[config.mk]
export PLATFORM = sky130hd
export DESIGN_NAME = base64_line_wrapped_encoder
export DESIGN_NICKNAME = d
export VERILOG_FILES = /design/src/hw/rtl/b64e_pkg.sv /design/src/hw/rtl/base64_line_wrapped_encoder.sv /design/src/hw/rtl/b64e_front.sv /design/src/hw/rtl/b64e_queue.sv /design/src/hw/rtl/b64e_back.sv
export SDC_FILE = /design/constraint.sdc
export NUM_CORES = 1
export LEC_CHECK = 0
export BUFFER_PORTS_ARGS = -buffer_cell sky130_fd_sc_hd__clkbuf_2
export CAP_MARGIN = 20
export CORE_MARGIN = 3
export CORE_UTILIZATION = 45
export CTS_CLUSTER_DIAMETER = 120
export DETAILED_ROUTE_END_ITERATION = 10
export SLEW_MARGIN = 10
export SYNTH_ARGS = -nofsm -noshare
export SYNTH_HDL_FRONTEND = slang
export SYNTH_SLANG_ARGS = --single-unit
export TNS_END_PERCENT = 20
[constraint.sdc]
create_clock -name clock -period 3.3 [get_ports clock]
set_input_delay 0.66 -clock clock [delete_from_list [all_inputs] [get_ports clock]]
set_output_delay 0.66 -clock clock [all_outputs]
set_load 0.01 [all_outputs]
[src/hw/rtl/b64e_pkg.sv]
// Shared types, constants and the base64 alphabet function for the encoder.
`default_nettype none

package b64e_pkg;

   localparam logic [7:0] CHAR_PAD         = 8'h3D;   // '='
   localparam logic [7:0] CHAR_LF          = 8'h0A;
   localparam logic [7:0] LINE_CHARS_RESET = 8'd76;
   localparam int         QUEUE_DEPTH_DEF  = 4;

   // group position codes
   localparam logic [1:0] POS_FIRST  = 2'd0;
   localparam logic [1:0] POS_SECOND = 2'd1;
   localparam logic [1:0] POS_THIRD  = 2'd2;

   // one accepted byte worth of output characters
   typedef struct packed {
      logic [1:0]      last_idx;   // index of final char, 0..3
      logic [3:0][7:0] chars;
   } b64e_entry_type;

   function automatic logic [7:0] b64_char(input logic [5:0] v);
      logic [7:0] c;
      if (v < 6'd26)      c = 8'h41 + {2'b00, v};
      else if (v < 6'd52) c = 8'h61 + ({2'b00, v} - 8'd26);
      else if (v < 6'd62) c = 8'h30 + ({2'b00, v} - 8'd52);
      else if (v == 6'd62) c = 8'h2B;   // '+'
      else                 c = 8'h2F;   // '/'
      return c;
   endfunction

endpackage

`default_nettype wire

[src/hw/rtl/base64_line_wrapped_encoder.sv]
// Top level of the line-wrapped base64 encoder.
//
//  channel | dir | beat contents
//  req_    | in  | tdata[7:0] raw byte, tlast final byte of stream
//  rsp_    | out | tdata[7:0] ASCII char ('=' pad, LF 10), tlast last char of its byte
//  csr_    | in  | wdata[7:0] characters per line (low two bits ignored, 0 = no wrap)
//
// A byte is taken whenever the entry queue has room; each byte yields 1 to 4
// characters, sent one per cycle from the output register while rsp_tready is
// high, so the sustained rate is set by the output stream, line feeds and
// padding included. A character goes from its queue slot to the output register.
// Reset is synchronous; it empties the queue and clears group and line state.
// Stalls on rsp_ fill the queue, after which req_tready drops.
`default_nettype none

module base64_line_wrapped_encoder
   import b64e_pkg::*;
#(
   parameter int QUEUE_DEPTH = QUEUE_DEPTH_DEF
)
(
   input  wire logic       clock,
   input  wire logic       reset,
   input  wire logic       req_tvalid,
   output logic            req_tready,
   input  wire logic [7:0] req_tdata,    // [7:0] in_byte
   input  wire logic       req_tlast,    // final_byte
   output logic            rsp_tvalid,
   input  wire logic       rsp_tready,
   output logic [7:0]      rsp_tdata,    // [7:0] out_char
   output logic            rsp_tlast,    // run_last
   input  wire logic       csr_we,
   input  wire logic [7:0] csr_wdata     // [7:0] line_chars
);

   logic [7:0]     line_chars_ff;
   logic           push;
   logic           pop;
   logic           empty;
   logic           full;
   b64e_entry_type new_entry;
   b64e_entry_type head;

   always_ff @(posedge clock) begin
      if (reset) begin
         line_chars_ff <= LINE_CHARS_RESET;
      end else if (csr_we) begin
         line_chars_ff <= csr_wdata;
      end
   end

   assign req_tready = !full;
   assign push       = req_tvalid && !full;

   b64e_front u_front (
      .clock      (clock),
      .reset      (reset),
      .line_chars (line_chars_ff),
      .push       (push),
      .in_byte    (req_tdata),
      .final_byte (req_tlast),
      .entry      (new_entry)
   );

   b64e_queue #(
      .DEPTH (QUEUE_DEPTH)
   ) u_queue (
      .clock      (clock),
      .reset      (reset),
      .push       (push),
      .push_entry (new_entry),
      .pop        (pop),
      .head       (head),
      .empty      (empty),
      .full       (full)
   );

   b64e_back u_back (
      .clock      (clock),
      .reset      (reset),
      .head       (head),
      .empty      (empty),
      .pop        (pop),
      .rsp_tvalid (rsp_tvalid),
      .rsp_tready (rsp_tready),
      .rsp_tdata  (rsp_tdata),
      .rsp_tlast  (rsp_tlast)
   );

endmodule

`default_nettype wire

[src/hw/rtl/b64e_front.sv]
// Front end: accepts bytes, tracks group and line state, builds character entries.
`default_nettype none

module b64e_front
   import b64e_pkg::*;
(
   input  wire logic           clock,
   input  wire logic           reset,
   input  wire logic [7:0]     line_chars,
   input  wire logic           push,       // byte accepted this cycle
   input  wire logic [7:0]     in_byte,
   input  wire logic           final_byte,
   output b64e_entry_type      entry
);

   logic [1:0] group_pos_ff, group_pos_in;
   logic [3:0] carry_ff, carry_in;
   logic [7:0] line_count_ff, line_count_in;

   logic [7:0] limit;
   logic [7:0] count_sum;

   assign limit     = {line_chars[7:2], 2'b00};
   assign count_sum = line_count_ff + 8'd4;

   always_comb begin
      group_pos_in  = group_pos_ff;
      carry_in      = carry_ff;
      line_count_in = line_count_ff;
      entry.chars   = '0;
      entry.last_idx = 2'd0;
      case (group_pos_ff)
         POS_FIRST: begin
            entry.chars[0] = b64_char(in_byte[7:2]);
            carry_in       = {2'b00, in_byte[1:0]};
            group_pos_in   = POS_SECOND;
            if (final_byte) begin
               entry.chars[1] = b64_char({in_byte[1:0], 4'b0000});
               entry.chars[2] = CHAR_PAD;
               entry.chars[3] = CHAR_PAD;
               entry.last_idx = 2'd3;
            end
         end
         POS_SECOND: begin
            entry.chars[0] = b64_char({carry_ff[1:0], in_byte[7:4]});
            carry_in       = in_byte[3:0];
            group_pos_in   = POS_THIRD;
            if (final_byte) begin
               entry.chars[1] = b64_char({in_byte[3:0], 2'b00});
               entry.chars[2] = CHAR_PAD;
               entry.last_idx = 2'd2;
            end
         end
         default: begin
            entry.chars[0] = b64_char({carry_ff, in_byte[7:6]});
            entry.chars[1] = b64_char(in_byte[5:0]);
            entry.last_idx = 2'd1;
            carry_in       = 4'd0;
            group_pos_in   = POS_FIRST;
            // group end: count it against the line, wrapping off when limit is zero
            if (limit != 8'd0) begin
               line_count_in = count_sum;
               if (!final_byte && count_sum >= limit) begin
                  line_count_in  = 8'd0;
                  entry.chars[2] = CHAR_LF;
                  entry.last_idx = 2'd2;
               end
            end
         end
      endcase
      if (final_byte) begin
         group_pos_in  = POS_FIRST;
         carry_in      = 4'd0;
         line_count_in = 8'd0;
      end
   end

   always_ff @(posedge clock) begin
      if (reset) begin
         group_pos_ff  <= POS_FIRST;
         carry_ff      <= 4'd0;
         line_count_ff <= 8'd0;
      end else if (push) begin
         group_pos_ff  <= group_pos_in;
         carry_ff      <= carry_in;
         line_count_ff <= line_count_in;
      end
   end

endmodule

`default_nettype wire

[src/hw/rtl/b64e_queue.sv]
// Small register queue of character entries between front and back ends.
`default_nettype none

module b64e_queue
   import b64e_pkg::*;
#(
   parameter int DEPTH = QUEUE_DEPTH_DEF
)
(
   input  wire logic      clock,
   input  wire logic      reset,
   input  wire logic      push,
   input  b64e_entry_type push_entry,
   input  wire logic      pop,
   output b64e_entry_type head,
   output logic           empty,
   output logic           full
);

   localparam int AW = (DEPTH > 1) ? $clog2(DEPTH) : 1;
   localparam int CW = $clog2(DEPTH + 1);
   localparam logic [AW-1:0] LAST_PTR = AW'(DEPTH - 1);
   localparam logic [CW-1:0] FULL_CNT = CW'(DEPTH);

   b64e_entry_type slots_ff [DEPTH];
   logic [AW-1:0]  wr_ptr_ff, rd_ptr_ff;
   logic [CW-1:0]  count_ff;

   assign empty = (count_ff == '0);
   assign full  = (count_ff == FULL_CNT);
   assign head  = slots_ff[rd_ptr_ff];

   always_ff @(posedge clock) begin
      if (push) begin
         slots_ff[wr_ptr_ff] <= push_entry;
      end
   end

   always_ff @(posedge clock) begin
      if (reset) begin
         wr_ptr_ff <= '0;
         rd_ptr_ff <= '0;
         count_ff  <= '0;
      end else begin
         if (push) begin
            wr_ptr_ff <= (wr_ptr_ff == LAST_PTR) ? '0 : wr_ptr_ff + 1'b1;
         end
         if (pop) begin
            rd_ptr_ff <= (rd_ptr_ff == LAST_PTR) ? '0 : rd_ptr_ff + 1'b1;
         end
         if (push && !pop) begin
            count_ff <= count_ff + 1'b1;
         end else if (pop && !push) begin
            count_ff <= count_ff - 1'b1;
         end
      end
   end

endmodule

`default_nettype wire

[src/hw/rtl/b64e_back.sv]
// Back end: walks the head entry one character per beat into the output register.
`default_nettype none

module b64e_back
   import b64e_pkg::*;
(
   input  wire logic       clock,
   input  wire logic       reset,
   input  b64e_entry_type  head,
   input  wire logic       empty,
   output logic            pop,
   output logic            rsp_tvalid,
   input  wire logic       rsp_tready,
   output logic [7:0]      rsp_tdata,
   output logic            rsp_tlast
);

   logic [1:0] idx_ff;
   logic       valid_ff;
   logic [7:0] char_ff;
   logic       last_ff;
   logic       load;
   logic       at_end;

   assign load   = !valid_ff || rsp_tready;
   assign at_end = (idx_ff == head.last_idx);
   assign pop    = load && !empty && at_end;

   always_ff @(posedge clock) begin
      if (reset) begin
         idx_ff   <= 2'd0;
         valid_ff <= 1'b0;
      end else if (load) begin
         valid_ff <= !empty;
         if (!empty) begin
            idx_ff <= at_end ? 2'd0 : idx_ff + 2'd1;
         end
      end
   end

   always_ff @(posedge clock) begin
      if (load && !empty) begin
         char_ff <= head.chars[idx_ff];
         last_ff <= at_end;
      end
   end

   assign rsp_tvalid = valid_ff;
   assign rsp_tdata  = char_ff;
   assign rsp_tlast  = last_ff;

endmodule

`default_nettype wire

== Yosys cells after proc, flatten, opt, wreduce, memory -nomap -nowiden ==
Memory sizes are Yosys's and may differ from the RTL's. A register that Yosys moved wholly into a read port is not among the register bits.
Index checks and enable logic that the tools add are counted.

* RAM bits: 136
* Logic and storage cells: 151
* Memories kept: 1
* Flip-flop bits (word level): 41
* Input port bits: 22
* Output and inout bits: 11

* Eq/ne operators: 10
* Magnitude comparators: 20
* Bitwise gates (word level): 1
* Multiplexer cells: 51
* Add/subtract/negate cells: 36
* Reduce and logical (&&, ||, !) cells: 21

{| class="wikitable"
|+ Memories
! name !! words !! width !! read ports !! clocked after memory_dff !! write ports !! RTL line !! source
|-
| u_queue.slots_ff || 4 || 34 || 1 || 1 || 1 || b64e_queue.sv:25 || <nowiki>b64e_entry_type slots_ff [DEPTH];</nowiki>
|}

{| class="wikitable"
|+ Operator list
! cell !! number
|-
| two-way mux 8 bit || 25
|-
| less-than comparator 6 bit, second input constant || 12
|-
| adder 6 x 8 -> 8 bit, first input constant || 6
|-
| adder 7 x 6 -> 8 bit, first input constant || 6
|-
| adder 7 x 8 -> 8 bit, first input constant || 6
|-
| one-hot mux 24 bit (2 select lines) || 1
|-
| subtractor 6 x 5 -> 7 bit, second input constant || 6
|-
| subtractor 6 x 6 -> 7 bit, second input constant || 6
|-
| less-than comparator 6 x 5 -> 1 bit, second input constant || 6
|-
| two-way mux 26 bit || 1
|-
| equality test 6 bit, second input constant || 4
|-
| two-way mux 2 bit || 9
|-
| two-way mux 3 bit || 6
|-
| binary-select mux 8 bit (select 2 bit) || 1
|-
| two-way mux 14 bit || 1
|-
| adder 8 x 3 -> 8 bit, second input constant || 1
|-
| >= comparator 8 bit || 1
|-
| two-way mux 4 bit || 2
|-
| one-hot mux 2 bit (2 select lines) || 2
|-
| one-hot mux 4 bit (2 select lines) || 1
|-
| nonzero test 8 bit || 1
|-
| adder 2 x 1 -> 2 bit, second input constant || 3
|-
| logical AND 1 bit || 6
|-
| zero test 1 bit || 6
|-
| 17 further kinds || 20
|}

== Logic depth before layout (Yosys ltp) ==
Gate-level depths: netlist of the first run.

* Depth in word-level cells: 7
* Gate-level depth with buffers: 11
* Mapped depth without buffers: 10

== By module ==
A second synthesis of the first run with hierarchy kept.

* Cell total of the unflattened synthesis: 769
* Area, all modules: 9701.8 µm²

{| class="wikitable"
|+ Modules (own cells, without submodules)
! module !! area an instance (µm²) !! sequential area each (µm²) !! times used !! cells an instance
|-
| b64e_queue || 5395.2 || 4264.1 || 1 || 222
|-
| b64e_front || 3357.0 || 240.2 || 1 || 478
|-
| b64e_back || 643.1 || 330.3 || 1 || 41
|-
| base64_line_wrapped_encoder || 306.5 || 160.2 || 1 || 28
|}

== Least setup slack after synthesis of the first run ==
OpenSTA, ideal clock, no wires.

* Path type: input port to flip-flop
* From: in req_tdata[7]
* To: mem u_queue.slots_ff[0][6] (netlist bit), data pin
* Required time: 3.023 ns
* Slack: 0.611 ns
* Buffers on the path: 1
* Data arrival time: 2.412 ns
* Stages on the path: 9
* Setup time: 0.277 ns
* Path through: clkbuf_1 > inv_1 > ha_1 > xor2_1 > nor3b_1 > a21oi_1 > xor2_1 > a221oi_1 > o21bai_1

{| class="wikitable"
|+ RTL lines
! what !! RTL line !! source
|-
| start: declaration || base64_line_wrapped_encoder.sv:26 || <nowiki>input wire logic [7:0] req_tdata,</nowiki>
|-
| end: declaration || b64e_queue.sv:25 ||
|}

==> run summary, run 1 <==
share of layout cells above drive strength 1 = 15.31%
count of nets after finishing = 805
Slew Limit Fails = 0
synth warn = 0
post-synthesis cell area = 0.007473 mm²
Clock Sinks = 123
Die X-Extent = 134.9 µm
Worst Hold Slack = 473.6 ps
Clock Tree Buf Depth = 2
Leak = 3.258 nW
Ports = 33
placer congestion estimate = 0.8854
total die area = 0.01819 mm²
First-pass DRT Iterations = 5
CP max stage delay = 550 ps
ANT nets after route = 0
Synth top area share = 37.37%
synthesis-stage register bit count = 123
DRC = 0
Setup TNS = 0 ps
Worst-path clk slew = 50 ps
asr flop ratio synth = 0%
Synth cell types = 57
Std-Cell Rows = 46
min-delay worst type = reg2reg
CTS tree = done
Least-Margin Pin Slew = 695.8 ps
PostCTS Resize Cnt = 0
core area = 0.01606 mm²
n_diodes = 0
dpl ws = 337.5 ps
Setup Buffers After CTS = 0
Worst Path Max Fanout = 5
WL final = 17190 µm
dpl cell area = 0.007870 mm²
GR Overflow Total = 0
IO Port Bufs = 30
switching share of total power = 29.01%
RSZ-0062 raised after global routing = no
Tmin final = 2855 ps
Via Count = 5441
hpwl dp = 12330 µm
Power Dens Cells = 617.7 mW/mm²
Starting Density = 46.54%
initial DRC count = 306
wire per inst = 18.02 µm
gr usage total = 19.39%
Finished Layout Cells = 954
Flop pwr share = 39.6%
post-layout util = 52.65%
Final WS setup = 444.9 ps
CTS buffer count = 17
largest net degree at the start of global routing = 24
largest cells by area after synthesis = edfxtp_1 (37%), ha_1 (9.5%), dfxtp_1 (8.0%)
H-tree Lvls = 4
Hold Vio Cnt, Final = 0
clock skew = 8.297 ps
cell count after placement = 922
CTS root buffer = clkbuf_16
Combinational Power Share = 25.6%
worst endpoint required time = 3560 ps
Pwr Total = 5.223 mW
Setup Viol. Count Final = 0
Final period util = 86.52%
CP startpoint kind = register
cell chain of the critical path = nand3_1 > and2_1 > or2_2 > ha_1 > nand3_1 > o21ai_0 > a21oi_1 > nor3b_1 > or2_2
worst skew pair latency = 410 ps
internal power = 3.707 mW
leading area contributor after synthesis = edfxtp_1
Worst Path Arrival = 3120 ps
initial antenna violation count = 0
hold_buf cts = 0
Setup crit end kind = register
Post-synth EDFFs = 93
clock share of power = 34.8%
Via-to-Cell Ratio = 5.703
Mapped Nets = 774
Finished Cell Area = 0.008454 mm²
status = finished, final reports clean
WP buf/inv = 0
critical path type = reg2reg
VDD IR-drop max = 0.3789 mV
Max-cap violations = 0
delay-heaviest family, CP = simple AND/OR/NAND/NOR gates
post-synthesis instance total = 694
Avg Inst Size Synth = 10.77 µm²
switching pwr = 1.515 mW
Syn-to-layout area delta = 13.13%
first-pass GRT wire length = 27590 µm
Worst path slowest cell = nor3b_1
sequential share of the synthesized area = 45.40%
Die Span Y = 134.9 µm
Fmax = 350.3 MHz
Relative slew margins = 53.44%
prevailing post-synth register cell = edfxtp_1
number of global-route vias before repair = 5460
[cells in the mapped netlist (3+ instances only)]
| cell type | count |
|---|---|
| nand3_1 | 18 |
| xor2_1 | 25 |
| a211oi_1 | 6 |
| buf_2 | 7 |
| a21oi_1 | 59 |
| mux2i_1 | 18 |
| mux2_2 | 4 |
| and2_1 | 3 |
| xnor2_1 | 33 |
| and3_1 | 6 |
| nand4_1 | 4 |
| o21ai_0 | 35 |
| a311oi_1 | 3 |
| a221o_1 | 3 |
| o221ai_1 | 5 |
| or3_1 | 4 |
| nand3b_1 | 3 |
| ha_1 | 57 |
| a32oi_1 | 3 |
| dfxtp_1 | 30 |
| inv_2 | 3 |
| nor2_1 | 42 |
| nand2_1 | 67 |
| inv_1 | 23 |
| nor3b_1 | 6 |
| a21o_1 | 9 |
| nor3_1 | 12 |
| nand2b_1 | 9 |
| edfxtp_1 | 93 |
| mux4_2 | 20 |
| clkbuf_1 | 24 |
| nor2b_1 | 10 |
| o211ai_1 | 11 |
| or2_2 | 5 |
| a31oi_1 | 5 |
[final timing paths]
kind / cells past startpoint / endpoint / slack [ps] / startpoint
worst max-delay path: 9 / u_queue.slots_ff[3][19] / 440 / u_front.line_count_ff[2]
worst min-delay path: 2 / u_back.rsp_tvalid / 470 / u_back.rsp_tvalid
worst max register to register: 9 / u_queue.slots_ff[3][19] / 440 / u_front.line_count_ff[2]
worst min register to register: 2 / u_back.rsp_tvalid / 470 / u_back.rsp_tvalid
[power by group through the flow]
stage	Combinational (mW)	Sequential, mW	Clock, mW
after floorplan	0.977	2.09	0
after global placement	1.31	2.08	0
after detailed placement	1.35	2.10	0
after CTS	1.36	2.07	1.84
after global routing	1.48	2.09	1.92
final	1.34	2.07	1.82
[sequential cells by signal, indices dropped and copies added (netlist names), named ones only]
name                   cells
u_queue.slots_ff          84
u_back.rsp_tdata           8
line_chars_ff              6
u_front.line_count_ff      6
u_front.carry_ff           4
u_queue.count_ff           3
u_back.idx_ff              2
u_front.group_pos_ff       2
u_queue.rd_ptr_ff          2
u_queue.wr_ptr_ff          2
u_back.rsp_tlast           1
u_back.rsp_tvalid          1
[cells by family (layout without fill, tap and decap cells)]
group,after synthesis,in the layout,share of synthesized area (%)
xor+xnor,58,58,6.797
mux,42,42,9.041
flops,123,123,45.40
buf+inv,60,104,3.231
simple gates,195,195,12.49
fa+ha+maj,58,58,9.811
compound gates,158,158,13.23
[layer usage]
layer  track usage [%]  wire (µm)
met1             24.98       7590
met2             32.05       8478
met3             4.136        711
met4             7.692        413
met5                 0          0
[worst min-delay path: cells and delay by family, from the launching register on]
family | cells | cell delay [ps]
DFF | 1 | 320
and+or+nand+nor | 1 | 60
AOI/OAI and AO/OA | 1 | 50
[placed cells by master (no fill, tap or decap), types with 6 or more instances in the layout]
master,synthesis,final
a211oi_1,6,6
a21o_1,9,9
a21oi_1,59,59
and3_1,6,6
buf_4,0,16
clkbuf_16,0,17
clkbuf_2,0,30
clkinv_2,0,6
dfxtp_1,30,30
edfxtp_1,93,93
ha_1,57,57
inv_1,23,23
mux2i_1,18,18
mux4_2,20,20
nand2_1,67,67
nand2b_1,9,9
nand3_1,18,18
nor2_1,42,42
nor2b_1,10,10
nor3_1,12,12
nor3b_1,6,6
o211ai_1,11,11
o21ai_0,35,35
xnor2_1,33,33
xor2_1,25,25
[cell type report]
type / count / area (µm²)
Multi-Input combinational cell: 511 / 3839
Tap cell: 216 / 270.3
Clock inverter: 13 / 151.4
Sequential cell: 123 / 3393
Clock buffer: 19 / 432.9
Inverter: 26 / 97.59
Timing Repair Buffer: 46 / 270.3
Fill cell: 1389 / 7604
Note: power is estimated with default switching activity, not from simulation.
==> inputs of run 2 (changes only) <==
==> constraint.sdc (replaced) <==
create_clock -name clock -period 3.3 [get_ports clock]
set_input_delay 0.33 -clock clock [delete_from_list [all_inputs] [get_ports clock]]
set_output_delay 0.33 -clock clock [all_outputs]
set_load 0.01 [all_outputs]
==> run 2 against run 1 <==
Worst setup slack improved by 14 ps. Via count fell by 1.9%. Critical endpoint is now u_queue.slots_ff[1][19]. Register-to-register slack barely moved. Critical path depth rose by 1. Largest cell class unchanged. Critical path type unchanged. Fmax rose by 0.49%. Cell count fell by 0.42%.
==> run summary, run 2 (same netlist as run 1, synthesis figures left out) <==
critical path type = reg2reg
Via Count = 5337 (-1.9%)
internal power = 3.561 mW (-3.9%)
Max-cap violations = 0 (unchanged)
n_diodes = 0 (unchanged)
min-delay worst type = in2reg
core area = 0.01606 mm² (unchanged)
Via-to-Cell Ratio = 5.618 (-1.5%)
initial antenna violation count = 0 (unchanged)
Worst Path Arrival = 2960 ps (-160 ps)
count of nets after finishing = 801 (-0.50%)
Starting Density = 46.54% (unchanged)
Final period util = 86.10% (-0.42 points)
hold depth = 3 (+1)
Std-Cell Rows = 46 (unchanged)
switching pwr = 1.449 mW (-4.4%)
CTS tree = done
fillers = 1415 (+1.9%)
Worst-path clk slew = 50 ps (about the same)
wire per inst = 17.97 µm (-0.27%)
WL final = 17080 µm (-0.69%)
worst endpoint required time = 3420 ps (-140 ps)
share of layout cells above drive strength 1 = 14.03% (-1.3 points)
Setup Viol. Count Final = 0 (unchanged)
status = finished, final reports clean
gr usage total = 19.46% (+0.068 points)
Flop pwr share = 41.3% (+1.7 points)
dpl cell area = 0.007840 mm² (-0.38%)
gr busiest metal = met2
Reg with most FFs = u_queue.slots_ff
number of global-route vias before repair = 5351 (-2.0%)
largest net degree at the start of global routing = 26 (+8.3%)
FF+latch area = 0.003393 mm² (unchanged)
IO Port Bufs = 30 (unchanged)
switching share of total power = 28.91% (-0.10 points)
commonest non-fill, non-tap cell in the layout = edfxtp_1
initial DRC count = 359 (+17%)
RSZ-0062 raised after global routing = no
CP startpoint kind = register
VDD IR-drop max = 0.4895 mV (+29%)
DRC = 0 (unchanged)
Ports = 33 (unchanged)
GR Overflow Total = 0 (unchanged)
global-route met1 utilization = 25.25% (+0.27 points)
first-pass GRT wire length = 27720 µm (+0.45%)
Worst Path Max Fanout = 5 (unchanged)
H-tree Lvls = 4 (unchanged)
Syn-to-layout area delta = 11.94%
CTS root buffer = clkbuf_16
hold_buf cts = 0 (unchanged)
most frequent cells in the layout = edfxtp_1 (93), nand2_1 (67), a21oi_1 (59), ha_1 (57), nor2_1 (42)
Least-Margin Pin Slew = 720.5 ps (+24.69 ps)
Largest register FFs = 84 (unchanged)
Relative slew margins = 51.79% (-1.7 points)
Tmin final = 2841 ps (-13.83 ps)
Die X-Extent = 134.9 µm (unchanged)
PostCTS Resize Cnt = 0 (unchanged)
Fmax = 352.0 MHz (+0.49%)
Finished Cell Area = 0.008366 mm² (-1.1%)
hpwl dp = 11920 µm (-3.3%)
area of the multi-input gates = 0.003839 mm² (unchanged)
Die Span Y = 134.9 µm (unchanged)
Setup Buffers After CTS = 0 (unchanged)
Leak = 3.215 nW (-1.3%)
Clock Tree Buf Depth = 2 (unchanged)
Hold Vio Cnt, Final = 0 (unchanged)
worst skew pair latency = 390 ps (-20 ps)
Slew Limit Fails = 0 (unchanged)
First-pass DRT Iterations = 5 (unchanged)
clock skew = 7.336 ps (-0.9610 ps)
cells on worst reg2reg path = 10 (+1)
ANT nets after route = 0 (unchanged)
clock share of power = 32.0% (-2.8 points)
CTS buffer count = 17 (unchanged)
Setup TNS = 0 ps (unchanged)
routing usage on met3 = 3.055% (-1.1 points)
Setup crit end kind = register
Power Dens Cells = 598.9 mW/mm² (-3.0%)
Combinational Power Share = 26.7% (+1.1 points)
Clock Sinks = 123 (unchanged)
met2 Use GR = 33.41% (+1.4 points)
total die area = 0.01819 mm² (unchanged)
placer congestion estimate = 0.8714 (-1.6%)
run 2: per-stage QoR:
stage | worst slack [ps] | hold slack, ps | util, % | cells | power [mW]
floorplan | 746.6 | 399.1 | - | 694 | 3.066
global placement | 508.8 | 448.4 | 48.82 | 918 | 3.399
detailed placement | 529.1 | 459.2 | 48.82 | 918 | 3.434
CTS | 495.3 | 148.7 | 52.10 | 950 | 5.058
global route | 215.3 | 167.8 | 52.10 | 950 | 5.292
finish | 458.7 | 166.6 | 52.10 | 950 | 5.010
run 2: worst max-delay path: stages (launching register included):
cell	delay [ps]
dfxtp_1	390
nand3_1	170
and2_1	200
or2_2	290
ha_1	300
a21o_1	180
a21oi_1	130
o21ai_0	180
a21oi_1	260
nor3b_1	140
or2_2	330
run 2: power by group through the flow:
| stage | Combinational (mW) | Clock (mW) | Sequential (mW) |
|---|---|---|---|
| floorplan | 0.977 | 0 | 2.09 |
| global placement | 1.31 | 0 | 2.09 |
| detailed placement | 1.34 | 0 | 2.10 |
| CTS | 1.35 | 1.64 | 2.07 |
| global route | 1.49 | 1.71 | 2.09 |
| finish | 1.34 | 1.61 | 2.07 |
run 2: area by class of cell:
| cell class | count | area share, % |
|---|---|---|
| multi-input cells | 511 | 45.89 |
| flip-flops and latches | 123 | 40.56 |
| clock buffers | 28 | 6.057 |
| well taps | 216 | 3.231 |
| repair buffers | 42 | 2.872 |
| inverters | 26 | 1.167 |
| clock inverters | 4 | 0.2243 |
run 2: path summary, 6_finish.rpt:
path | start | endpoint | slack [ps]
worst max-delay path | u_front.line_count_ff[2] | u_queue.slots_ff[1][19] | 460
worst min register to register | u_front.line_count_ff[7] | u_front.line_count_ff[7] | 470
worst max register to register | u_front.line_count_ff[2] | u_queue.slots_ff[1][19] | 460
worst min-delay path | csr_wdata[6] | line_chars_ff[6] | 170
run 2: metal layers:
layer	share of wire, %	routed length [µm]
met5	0	0
met4	1.6	273
met3	4.5	762
met2	50	8560
met1	44	7480
==> inputs of run 3 (changes only) <==
CORE_MARGIN = 2   (was 3)
==> run 3 against run 2 <==
Combinational power hardly changed. Global-route usage is 0.32 points higher. Hold slack worse by 18 ps. Critical path depth stayed put. Via count is 0.64% higher. Clock power is 17% higher.
==> run summary, run 3 (same netlist as run 1, synthesis figures left out) <==
worst skew pair latency = 400 ps (about the same)
hold_buf cts = 0 (unchanged)
Worst Path Arrival = 2920 ps (-40 ps)
Least-Margin Pin Slew = 658.5 ps (-62.08 ps)
Worst path slowest cell = dfxtp_1
Largest register FFs = 84 (unchanged)
DRC = 0 (unchanged)
Tmin final = 2789 ps (-52.11 ps)
largest net degree at the start of global routing = 28 (+7.7%)
Final period util = 84.52% (-1.6 points)
gr busiest metal = met2
n_diodes = 0 (unchanged)
Syn-to-layout area delta = 13.08%
Leak = 3.254 nW (+1.2%)
H-tree Lvls = 4 (unchanged)
Ports = 33 (unchanged)
switching pwr = 1.490 mW (+2.9%)
wire per inst = 17.46 µm (-2.8%)
Combinational Power Share = 25.2% (-1.5 points)
Setup TNS = 0 ps (unchanged)
Relative slew margins = 55.94% (+4.2 points)
post-layout util = 51.51% (-0.59 points)
Setup Buffers After CTS = 0 (unchanged)
worst endpoint required time = 3440 ps (+20 ps)
Via-to-Cell Ratio = 5.630 (+0.22%)
CTS buffer count = 17 (unchanged)
Worst-path clk slew = 50 ps (about the same)
ANT nets after route = 0 (unchanged)
Max-cap violations = 0 (unchanged)
most frequent cells in the layout = edfxtp_1 (93), nand2_1 (67), a21oi_1 (59), ha_1 (57), nor2_1 (42)
number of global-route vias before repair = 5362 (+0.21%)
PostCTS Resize Cnt = 0 (unchanged)
global-route met1 utilization = 25.26% (about the same)
CP max stage delay = 390 ps (about the same)
hold depth = 3 (unchanged)
share of layout cells above drive strength 1 = 14.44% (+0.41 points)
placer congestion estimate = 0.8802 (+1.0%)
cells on worst reg2reg path = 10 (unchanged)
RSZ-0062 raised after global routing = no
core area = 0.01641 mm² (+2.2%)
routing usage on met3 = 4.138% (+1.1 points)
cell count after placement = 922 (+0.44%)
initial antenna violation count = 0 (unchanged)
status = finished, final reports clean
hpwl dp = 11800 µm (-0.99%)
VDD IR-drop max = 0.3156 mV (-36%)
IO Port Bufs = 30 (unchanged)
WL final = 16660 µm (-2.4%)
Starting Density = 45.55% (-0.99 points)
met2 Use GR = 33.56% (+0.16 points)
First-pass DRT Iterations = 5 (unchanged)
Slew Limit Fails = 0 (unchanged)
Finished Layout Cells = 954 (+0.42%)
total die area = 0.01765 mm² (-2.9%)
Worst Path Max Fanout = 5 (unchanged)
Via Count = 5371 (+0.64%)
first-pass GRT wire length = 27340 µm (-1.3%)
Clock Tree Buf Depth = 2 (unchanged)
Fmax = 358.5 MHz (+1.9%)
initial DRC count = 331 (-7.8%)
CTS root buffer = clkbuf_16
count of nets after finishing = 801 (unchanged)
Std-Cell Rows = 47 (+2.2%)
gr usage total = 19.78% (+0.32 points)
Setup crit end kind = register
GR Overflow Total = 0 (unchanged)
Die X-Extent = 132.9 µm (-1.5%)
switching share of total power = 28.28% (-0.64 points)
cell chain of the critical path = nand3_1 > and2_1 > or2_2 > ha_1 > a21o_1 > a21oi_1 > o21ai_0 > a21oi_1 > nor3b_1 > or2_2
Clock Sinks = 123 (unchanged)
clock skew = 9.616 ps (+2.280 ps)
min-delay worst type = in2reg
CP startpoint kind = register
Setup Viol. Count Final = 0 (unchanged)
CTS tree = done
clock share of power = 35.6% (+3.6 points)
Die Span Y = 132.9 µm (-1.5%)
commonest non-fill, non-tap cell in the layout = edfxtp_1
Reg with most FFs = u_queue.slots_ff
Power Dens Cells = 623.7 mW/mm² (+4.1%)
critical path type = reg2reg
internal power = 3.780 mW (+6.1%)
Hold Vio Cnt, Final = 0 (unchanged)
Flop pwr share = 39.2% (-2.1 points)
-- run 3: changes by cell type in the layout (fill, tap and decap cells not counted), sizes merged --
cell	before	now
clkinv	4	9
clkbuf	58	48
bufinv	0	4
inv	26	27
-- run 3: worst paths after layout --
kind	start	to	slack, ps
max	u_front.line_count_ff[2]	u_queue.slots_ff[3][19]	510
min	csr_wdata[6]	line_chars_ff[6]	150
max reg2reg	u_front.line_count_ff[2]	u_queue.slots_ff[3][19]	510
min reg2reg	u_back.rsp_tvalid	u_back.rsp_tvalid	460
-- run 3: metal layers --
layer / vias up / part of all wire (%) / wire (µm)
li1: 2606 / - / -
met1: 2573 / 45 / 7539
met2: 167 / 49 / 8161
met3: 25 / 4.2 / 702
met4: 0 / 1.5 / 256
met5: - / 0 / 0
-- run 3: through the flow --
stage / hold slack, ps / worst slack (ps) / area (µm²) / power, mW
after detailed placement: 460.5 / 479.0 / 7845 / 3.433
after global routing: 151.3 / 331.5 / 8451 / 5.550
after global placement: 448.8 / 549.0 / 7845 / 3.398
after CTS: 134.2 / 534.7 / 8451 / 5.320
after floorplan: 399.1 / 746.6 / 7473 / 3.066
final: 149.1 / 510.8 / 8451 / 5.270
-- run 3: cell type report --
type,instances,area (µm²)
clock inverter,14,176.4
clock buffer,18,429.2
multi-input combinational,511,3839
tap,220,275.3
fill,1436,7956
inverter,26,97.59
sequential,123,3393
timing repair buffer,42,240.2
-- run 3: power groups by stage --
stage	clock [mW]	combinational [mW]	sequential [mW]
global route	1.99	1.48	2.09
floorplan	0	0.977	2.09
CTS	1.91	1.35	2.07
detailed placement	0	1.34	2.09
global placement	0	1.31	2.09
finish	1.88	1.33	2.06
-- run 3: critical path: cells and delay by family, from the launching register on --
family          cells  cell delay (ps)
fa+ha+maj           1              300
flops               1              390
compound gates      4              710
simple gates        5             1120
